`src/rtl/qdec_pkg.sv`:
```
package qdec_pkg;

    localparam logic [1:0] CMD_CHAN_A = 2'd0;
    localparam logic [1:0] CMD_CHAN_B = 2'd1;
    localparam logic [1:0] CMD_INDEX  = 2'd2;

    localparam logic [1:0] LEVEL_LOW  = 2'd0;
    localparam logic [1:0] LEVEL_HIGH = 2'd1;

    localparam int QUEUE_DEPTH = 2;
    localparam int QUEUE_PTR_W = (QUEUE_DEPTH > 1) ? $clog2(QUEUE_DEPTH) : 1;
    localparam int QUEUE_CNT_W = $clog2(QUEUE_DEPTH + 1);

    typedef enum logic [1:0] {
        OP_NOP  = 2'd0,
        OP_CHAN = 2'd1,
        OP_TURN = 2'd2
    } op_kind_t;

    typedef enum logic [1:0] {
        STEP_NONE = 2'd0,
        STEP_UP   = 2'd1,
        STEP_DOWN = 2'd2
    } step_t;

    typedef struct packed {
        op_kind_t    kind;
        logic        chan_b;
        logic        level;
        logic [31:0] tick;
    } op_t;

    function automatic step_t quad_step(input logic [3:0] idx);
        step_t step;
        case (idx)
            4'd2, 4'd4, 4'd11, 4'd13: step = STEP_UP;
            4'd1, 4'd7, 4'd8, 4'd14:  step = STEP_DOWN;
            default:                  step = STEP_NONE;
        endcase
        return step;
    endfunction

endpackage

```
`src/rtl/quadrature_decoder_sync_capture_unit.sv`:
```
// Quadrature x4 decoder with aligned capture. Each input beat is one edge event
// (channel A, channel B or index) with its timestamp, and each beat yields
// exactly one result beat showing the position, last event tick, the most
// recent position that was a multiple of four with its tick, and the index
// turn count. While the result side keeps m_ready high, the block sustains one
// beat per clock. An accepted input beat is first written into the two-entry
// queue between classification and update, and the update stage, which holds a
// single 64-bit increment or decrement of the position, then registers the
// result from the head of the queue. When the result side stalls, the queue
// absorbs up to two further beats before s_ready drops.
module quadrature_decoder_sync_capture_unit (
    input  logic                aclk,
    input  logic                aresetn,
    input  logic                s_valid,
    output logic                s_ready,
    input  logic [1:0]          s_cmd,
    input  logic [1:0]          s_pin_level,
    input  logic [31:0]         s_timestamp,
    output logic                m_valid,
    input  logic                m_ready,
    output logic signed [63:0]  m_position,
    output logic [31:0]         m_last_event_tick,
    output logic signed [63:0]  m_aligned_position,
    output logic [31:0]         m_aligned_tick,
    output logic [62:0]         m_turns
);
    import qdec_pkg::*;

    logic front_valid, front_ready;
    op_t  front_op;
    logic back_valid, back_ready;
    op_t  back_op;

    qdec_front u_front (
        .s_valid     (s_valid),
        .s_ready     (s_ready),
        .s_cmd       (s_cmd),
        .s_pin_level (s_pin_level),
        .s_timestamp (s_timestamp),
        .op_valid    (front_valid),
        .op_ready    (front_ready),
        .op          (front_op)
    );

    qdec_queue u_queue (
        .aclk      (aclk),
        .aresetn   (aresetn),
        .in_valid  (front_valid),
        .in_ready  (front_ready),
        .in_op     (front_op),
        .out_valid (back_valid),
        .out_ready (back_ready),
        .out_op    (back_op)
    );

    qdec_back u_back (
        .aclk               (aclk),
        .aresetn            (aresetn),
        .op_valid           (back_valid),
        .op_ready           (back_ready),
        .op                 (back_op),
        .m_valid            (m_valid),
        .m_ready            (m_ready),
        .m_position         (m_position),
        .m_last_event_tick  (m_last_event_tick),
        .m_aligned_position (m_aligned_position),
        .m_aligned_tick     (m_aligned_tick),
        .m_turns            (m_turns)
    );

endmodule

```
`src/rtl/qdec_front.sv`:
```
module qdec_front (
    input  logic                s_valid,
    output logic                s_ready,
    input  logic [1:0]          s_cmd,
    input  logic [1:0]          s_pin_level,
    input  logic [31:0]         s_timestamp,
    output logic                op_valid,
    input  logic                op_ready,
    output qdec_pkg::op_t       op
);
    import qdec_pkg::*;

    op_kind_t kind;

    always_comb begin
        kind = OP_NOP;
        case (s_cmd)
            CMD_CHAN_A, CMD_CHAN_B: begin
                if (s_pin_level == LEVEL_LOW || s_pin_level == LEVEL_HIGH) begin
                    kind = OP_CHAN;
                end
            end
            CMD_INDEX: begin
                if (s_pin_level == LEVEL_HIGH) begin
                    kind = OP_TURN;
                end
            end
            default: begin
                kind = OP_NOP;
            end
        endcase
    end

    assign op.kind   = kind;
    assign op.chan_b = (s_cmd == CMD_CHAN_B);
    assign op.level  = s_pin_level[0];
    assign op.tick   = s_timestamp;

    assign op_valid = s_valid;
    assign s_ready  = op_ready;

endmodule

```
`src/rtl/qdec_queue.sv`:
```
module qdec_queue (
    input  logic           aclk,
    input  logic           aresetn,
    input  logic           in_valid,
    output logic           in_ready,
    input  qdec_pkg::op_t  in_op,
    output logic           out_valid,
    input  logic           out_ready,
    output qdec_pkg::op_t  out_op
);
    import qdec_pkg::*;

    op_t                    entry_reg [QUEUE_DEPTH];
    logic [QUEUE_PTR_W-1:0] wr_ptr_reg, wr_ptr_next;
    logic [QUEUE_PTR_W-1:0] rd_ptr_reg, rd_ptr_next;
    logic [QUEUE_CNT_W-1:0] count_reg, count_next;
    logic                   push, pop;

    assign in_ready  = (count_reg != QUEUE_CNT_W'(QUEUE_DEPTH));
    assign out_valid = (count_reg != '0);
    assign out_op    = entry_reg[rd_ptr_reg];
    assign push      = in_valid && in_ready;
    assign pop       = out_valid && out_ready;

    always_comb begin
        wr_ptr_next = wr_ptr_reg;
        rd_ptr_next = rd_ptr_reg;
        count_next  = count_reg;
        if (push) begin
            wr_ptr_next = (wr_ptr_reg == QUEUE_PTR_W'(QUEUE_DEPTH - 1)) ? '0
                                                                         : wr_ptr_reg + 1'b1;
        end
        if (pop) begin
            rd_ptr_next = (rd_ptr_reg == QUEUE_PTR_W'(QUEUE_DEPTH - 1)) ? '0
                                                                         : rd_ptr_reg + 1'b1;
        end
        if (push && !pop) begin
            count_next = count_reg + 1'b1;
        end else if (pop && !push) begin
            count_next = count_reg - 1'b1;
        end
    end

    always_ff @(posedge aclk) begin
        if (!aresetn) begin
            wr_ptr_reg <= '0;
            rd_ptr_reg <= '0;
            count_reg  <= '0;
        end else begin
            wr_ptr_reg <= wr_ptr_next;
            rd_ptr_reg <= rd_ptr_next;
            count_reg  <= count_next;
        end
    end

    always_ff @(posedge aclk) begin
        if (push) begin
            entry_reg[wr_ptr_reg] <= in_op;
        end
    end

endmodule

```
`src/rtl/qdec_back.sv`:
```
module qdec_back (
    input  logic                aclk,
    input  logic                aresetn,
    input  logic                op_valid,
    output logic                op_ready,
    input  qdec_pkg::op_t       op,
    output logic                m_valid,
    input  logic                m_ready,
    output logic signed [63:0]  m_position,
    output logic [31:0]         m_last_event_tick,
    output logic signed [63:0]  m_aligned_position,
    output logic [31:0]         m_aligned_tick,
    output logic [62:0]         m_turns
);
    import qdec_pkg::*;

    logic               level_a_reg, level_a_next;
    logic               level_b_reg, level_b_next;
    logic [3:0]         history_reg, history_next;
    logic [63:0]        position_reg, position_next;
    logic [31:0]        event_tick_reg, event_tick_next;
    logic [63:0]        aligned_reg, aligned_next;
    logic [31:0]        aligned_tick_reg, aligned_tick_next;
    logic [62:0]        turns_reg, turns_next;
    logic               out_valid_reg, out_valid_next;
    logic               pop;
    step_t              step;
    logic [63:0]        step_value;

    // The result register holds the state that the last beat produced, so no
    // new beat is taken until that result has left.
    assign op_ready = !out_valid_reg || m_ready;
    assign pop      = op_valid && op_ready;

    always_comb begin
        level_a_next      = level_a_reg;
        level_b_next      = level_b_reg;
        history_next      = history_reg;
        position_next     = position_reg;
        event_tick_next   = event_tick_reg;
        aligned_next      = aligned_reg;
        aligned_tick_next = aligned_tick_reg;
        turns_next        = turns_reg;
        if (op.chan_b) begin
            level_b_next = op.level;
        end else begin
            level_a_next = op.level;
        end
        step       = quad_step({history_reg[1:0], level_a_next, level_b_next});
        step_value = {{63{step == STEP_DOWN}}, step != STEP_NONE};
        if (pop) begin
            case (op.kind)
                OP_CHAN: begin
                    history_next    = {history_reg[1:0], level_a_next, level_b_next};
                    position_next   = position_reg + step_value;
                    event_tick_next = op.tick;
                    if (position_next[1:0] == 2'b00) begin
                        aligned_next      = position_next;
                        aligned_tick_next = op.tick;
                    end
                end
                OP_TURN: begin
                    turns_next = turns_reg + 63'd1;
                end
                default: begin
                end
            endcase
        end
        if (!pop || op.kind != OP_CHAN) begin
            level_a_next = level_a_reg;
            level_b_next = level_b_reg;
        end
        out_valid_next = pop ? 1'b1 : (m_ready ? 1'b0 : out_valid_reg);
    end

    always_ff @(posedge aclk) begin
        if (!aresetn) begin
            level_a_reg      <= 1'b1;
            level_b_reg      <= 1'b1;
            history_reg      <= '0;
            position_reg     <= '0;
            event_tick_reg   <= '0;
            aligned_reg      <= '0;
            aligned_tick_reg <= '0;
            turns_reg        <= '0;
            out_valid_reg    <= 1'b0;
        end else begin
            level_a_reg      <= level_a_next;
            level_b_reg      <= level_b_next;
            history_reg      <= history_next;
            position_reg     <= position_next;
            event_tick_reg   <= event_tick_next;
            aligned_reg      <= aligned_next;
            aligned_tick_reg <= aligned_tick_next;
            turns_reg        <= turns_next;
            out_valid_reg    <= out_valid_next;
        end
    end

    assign m_valid            = out_valid_reg;
    assign m_position         = position_reg;
    assign m_last_event_tick  = event_tick_reg;
    assign m_aligned_position = aligned_reg;
    assign m_aligned_tick     = aligned_tick_reg;
    assign m_turns            = turns_reg;

    a_no_overwrite: assert property (@(posedge aclk) disable iff (!aresetn)
        pop |-> (!out_valid_reg || m_ready))
        else $error("beat taken while a result was still waiting");

    a_tick_recorded: assert property (@(posedge aclk) disable iff (!aresetn)
        (pop && op.kind == OP_CHAN) |=> (event_tick_reg == $past(op.tick)))
        else $error("channel beat did not record its tick");

    a_aligned_multiple: assert property (@(posedge aclk) disable iff (!aresetn)
        aligned_reg[1:0] == 2'b00)
        else $error("aligned count is not a multiple of four");

    a_unit_step: assert property (@(posedge aclk) disable iff (!aresetn)
        1'b1 |=> (position_reg == $past(position_reg)
               || position_reg == $past(position_reg) + 64'd1
               || position_reg == $past(position_reg) - 64'd1))
        else $error("position moved by more than one count");

    a_idle_stable: assert property (@(posedge aclk) disable iff (!aresetn)
        !pop |=> ($stable(position_reg) && $stable(turns_reg) && $stable(history_reg)))
        else $error("state changed without a beat");

endmodule
```
`config.mk`:
```
export PLATFORM = sky130hd
export DESIGN_NAME = quadrature_decoder_sync_capture_unit
export DESIGN_NICKNAME = d
export VERILOG_FILES = /design/src/rtl/qdec_pkg.sv /design/src/rtl/quadrature_decoder_sync_capture_unit.sv /design/src/rtl/qdec_front.sv /design/src/rtl/qdec_queue.sv /design/src/rtl/qdec_back.sv
export SDC_FILE = /design/constraint.sdc
export NUM_CORES = 1
export LEC_CHECK = 0
export BUFFER_PORTS_ARGS = -buffer_cell sky130_fd_sc_hd__clkbuf_2
export CAP_MARGIN = 20
export CORE_ASPECT_RATIO = 0.8
export CORE_MARGIN = 1
export CORE_UTILIZATION = 56
export DETAILED_ROUTE_END_ITERATION = 8
export PLACE_DENSITY = 0.89
export SETUP_SLACK_MARGIN = 0.5
export SLEW_MARGIN = 25
export SYNTH_ARGS = -nofsm -noshare
export SYNTH_HDL_FRONTEND = slang
export SYNTH_SLANG_ARGS = --single-unit
```
`constraint.sdc`:
```
create_clock -name aclk -period 5.4 [get_ports aclk]
set_input_delay 0.54 -clock aclk [delete_from_list [all_inputs] [get_ports aclk]]
set_output_delay 0.54 -clock aclk [all_outputs]
set_load 0.01 [all_outputs]
```
# [Word level (Yosys, flattened, before mapping)]
# Memories as Yosys holds them, arrays and structs flattened. A register that Yosys moved wholly into a read port is not among the register bits.
# Index checks and enable logic that the tools add are counted.
[totals] reg_bits=264 ramBits=72 romBits=32 output_inout_bits=257 elab_cells=64 memories=2
[memory_table] memory="u_queue.entry_reg" depth=2 width=36 rd=1 rd_ports_with_merged_regs=1 wr=1 line_no="qdec_queue.sv:13" source="op_t entry_reg [QUEUE_DEPTH];"
[memory_table] memory="(no name shown)" depth=16 width=2 rd=1 rd_ports_with_merged_regs=0 wr=0 line_no="qdec_pkg.sv:35" source="case (idx)"
[op_classes] addsub=6 n_eq_ne=8 mux=15 n_reduce_logical=21
[op_table] operator="$add A64 B64 Y64" count=1
[op_table] operator="$add A63 B1 Y63 const B" count=1
[op_table] operator="$mux W1" count=11
[op_table] operator="$reduce_bool A2 Y1" count=4
[op_table] operator="$eq A2 B1 Y1 const B" count=3
[op_table] operator="$eq A2 B2 Y1 const B" count=3
[op_table] operator="$logic_not A2 Y1" count=3
[op_table] operator="$mux W2" count=3
[op_table] operator="$logic_and A1 B1 Y1" count=4
[op_table] operator="$pmux W2 S2" count=1
[op_table] operator="$reduce_and A2 Y1" count=2
[op_table] operator="$logic_not A1 Y1" count=3
[op_table] operator="$logic_or A1 B1 Y1" count=3
[op_table] operator="$reduce_and A3 Y1" count=1
[op_table] operator="$add A1 B1 Y1 const B" count=2
[op_table] operator="$add A2 B1 Y2 const B" count=1
[op_table] operator="$ne A2 B1 Y1 const B" count=1
[op_table] operator="$ne A2 B2 Y1 const B" count=1
[op_table] operator="$reduce_or A2 Y1" count=1
[op_table] operator="$sub A2 B1 Y2 const B" count=1

# [Logic depth before layout (Yosys ltp)]
[logic_depth] word_depth=6 ltp_mapped=21 ltp_nobuf=15

# [Modules after synthesis]
# Synthesis repeated with hierarchy kept, for this count alone.
[hier_totals] cells_unflattened=2060 area_unflattened_um2=17548.1
[modules_own_cells] module="qdec_back" n_inst=1 cells_each=1886 area_each_um2=14430.1 seq_area_each_um2=5205.0
[modules_own_cells] module="qdec_queue" n_inst=1 cells_each=136 area_each_um2=2832.7 seq_area_each_um2=2262.2
[modules_own_cells] module="qdec_front" n_inst=1 cells_each=38 area_each_um2=285.3 seq_area_each_um2=0.0

# [Worst setup path before layout]
# No wires, ideal clock.
[synth_path] kind="reg2reg" start="register (tool-made name)" end="register u_back.position_reg[56], in the netlist u_back.m_position[56]" t_arrival_ns=4.387 t_required_ns=5.328 setup_slack_ns=0.941 stages_incl_launch_ff=21 n_path_buf=5 cell_sequence="dfxtp_1 buf_6 or3b_2 o2111a_2 o211ai_1 buf_4 buf_2 buf_2 buf_2 nand2_1 ha_1 ha_1 nor3_1 nand2_1 nor4_1 nand3_1 a21oi_1 nor3_1 or4_1 o21ai_1 mux2i_1"
[synth_rtl] item="end signal: assignment" line_no="qdec_back.sv:91" source="position_reg <= position_next;"
[synth_rtl] item="end: declaration" line_no="qdec_back.sv:20" source="logic [63:0] position_reg, position_next;"

==> metrics.txt <==
Placer Congestion 0.976; Pleak 0.00726 uW; die area 29400 sq um; RSZ-0062 raised after global routing false; setup_tns 0 ns; post_cts resized 0; Mapped Cells 1847; ys async rst share 0; maximum clock frequency 218 MHz; pin count of the biggest net entering global routing 157; IO Port Bufs 296; initial antenna violation count 2; HPWL after DPL 34.2 mm; EDFF count, synth 72; clk buf depth 3; CTS tree yes; clock root cell clkbuf_16; clock latency on the worst-skew pair 0.58 ns; vias in the first global route 13900; # clock sinks 337; Fillers 2351; Layout area overhead 16.8%; worst slew pin tran 0.964 ns; synth unique cells 80; Row Count 55; post-CTS setup buffer count 0; worst path required time 5.91 ns; GR Overflow Total 0; number of DRC markers in iteration 0 1169; Antenna Nets Post-Route 0; CTS Hold Bufs 0; Reg area 7470 sq um; WL final 48.9 mm; drt pass-1 iters 8; Synthesized Nets 1891; Num CTS Buffers 31; CP max-delay cell or4_1; multi-input logic area 8050 sq um; drt wl/cell 20.0 um; via count 15000; CP startpoint kind flop; critical path, cell by cell or3b_2 > o2111a_2 > o211ai_1 > nand2_1 > ha_1 > ha_1 > nor3_1 > nand2_1 > nor4_2 > nand3_1 > a21oi_4 > nor3_1 > or4_1 > o21ai_1 > mux2i_1; Die Y 154 um; DRC viols 0; Final period util 0.851; max incr delay on CP 0.50 ns; Max VDD drop 0.316 mV; flip-flop count of the largest register after layout 72; Setup CP Type flop to flop; Mapped Area 16100 sq um; post-layout min period 4.59 ns; Register-to-Register Path Depth 15; Slew headroom 0.358; H-tree depth 1; Clock Pin Slew Worst Setup and Hold Paths 0.07 ns; max-capacitance violation count 0; Synth Flop Type dfxtp_1; global-route total usage across every layer 0.321; pwr dens 526 nW/um^2; crit path DAT 5.11 ns; Critical Path Fanout Max 5; initial core utilization 0.569; io pins 297; WHS Path Cells 1; Worst Clk Skew 0.0338 ns; first-pass GRT wire length 75.9 mm; Avg Vias per Cell 6.12; status completed; Final Max Tran Viols 0; Hold Violations, Final 0; Post-layout nets 2096; die width 191 um; syn_area_per_cell 8.71 sq um; register bit total from synthesis 337; Min Hold Slack 0.145 ns; Ant. Diodes 0; Crit. End Element flop; Final Setup Violations 0; Core Box Area 28300 sq um; post-synthesis sequential area ratio 0.464; layout cells sized above 1 0.195; hold crit path type input port to flop; synthesis warning total 0
## critical path: cells and delay by family, from the launching register on
kind            cells  cell delay, ns
compound gates      4            1.00
flops               1            0.44
fa+ha+maj           2            0.51
simple gates        8            2.38
mux                 1            0.20
## per-layer routing
metal  global-route usage  routed length [um]  vias up
li1                     -                   -     7023
met1                0.434               20500     7150
met2                0.510               22200      709
met3               0.0813                4950       86
met4               0.0843                1190        2
met5                    0                  11        -
## Yosys cell counts (all sizes together), types with 9 or more instances
| cell | number | area [sq um] |
|---|---|---|
| buf | 35 | 171 |
| xor2 | 86 | 753 |
| nand2 | 195 | 732 |
| and3 | 32 | 205 |
| nand3 | 90 | 450 |
| and4 | 15 | 131 |
| edfxtp | 72 | 2160 |
| and2 | 14 | 87.6 |
| or4 | 12 | 90.1 |
| nor4 | 38 | 250 |
| o31ai | 9 | 67.6 |
| clkbuf | 107 | 402 |
| a21oi | 96 | 480 |
| inv | 15 | 56.3 |
| nand4 | 52 | 325 |
| nand2b | 17 | 106 |
| or3 | 53 | 332 |
| nor2 | 234 | 878 |
| xnor2 | 52 | 455 |
| o21ai | 78 | 390 |
| dfxtp | 265 | 5310 |
| a31oi | 12 | 75.1 |
| mux2i | 47 | 474 |
| nor3 | 53 | 275 |
| a211oi | 68 | 515 |
## cell usage in the layout, fill, tap and decap left out, types with 7 or more instances in the layout
cell,netlist,layout
clkinv_2,0,7
nor4_1,36,33
dfxtp_1,265,264
nor2_1,234,233
o21ai_0,73,73
o31ai_1,9,9
buf_4,2,15
a31oi_1,12,12
a21oi_1,96,95
clkbuf_8,0,7
or4_1,12,12
nand3_1,90,90
nand2_1,195,195
clkbuf_2,0,296
xnor2_1,52,52
or3_1,53,52
inv_1,14,14
nand2b_1,17,16
a211oi_1,67,67
and3_1,31,30
clkbuf_16,0,32
nand4_1,52,52
and4_1,15,15
xor2_1,86,86
edfxtp_1,72,72
and2_1,14,14
mux2i_1,46,46
nor3_1,51,50
## layout make-up
type | instances | share of cell area
multi-input cells | 1353 | 0.428
inverters | 15 | 0.00340
well taps | 370 | 0.0246
clock buffers | 42 | 0.0483
flip-flops and latches | 337 | 0.397
repair buffers | 314 | 0.0884
clock inverters | 15 | 0.00979
## worst paths after layout
path | from | end | slack, ns
worst min register to register | u_back.m_aligned_position[24] | u_back.m_aligned_position[24] | 0.45
worst max register to register | u_queue.entry_reg[0][33] | u_back.m_position[56] | 0.81
worst min-delay path | s_timestamp[28] | u_queue.entry_reg[0][28] | 0.14
worst max-delay path | u_queue.entry_reg[0][33] | u_back.m_position[56] | 0.81
## stage by stage
| step | std cells | power [uW] | util | area, sq um | setup WS [ns] |
|---|---|---|---|---|---|
| 3_3_place_gp | 2387 | 7280 | 0.623 | 17600 | 0.963 |
| 3_5_place_dp | 2388 | 7400 | 0.624 | 17600 | 0.623 |
| 5_1_grt | 2446 | 10400 | 0.664 | 18800 | 0.494 |
| 2_1_floorplan | 1847 | 6160 | - | 16100 | 0.941 |
| 6_report | 2446 | 9890 | 0.664 | 18800 | 0.806 |
| 4_1_cts | 2445 | 9750 | 0.662 | 18700 | 0.606 |
## where the power goes
part,total [uW],switching (uW),internal (uW)
logic,4290,2800,1490
registers,3260,350,2910
clock network,2330,967,1370
## kinds of logic (layout without fill, tap and decap cells)
group | count (synthesis) | after routing | share of synthesized area
xor gates and xnor gates | 138 | 138 | 0.0751
and+or+nand+nor | 845 | 845 | 0.261
buffers and inverters | 157 | 386 | 0.0391
muxes | 51 | 51 | 0.0325
DFF | 337 | 337 | 0.464
AOI/OAI and AO/OA | 315 | 315 | 0.125
adders and majority gates | 4 | 4 | 0.00311
(Power assumes the default switching activity.)
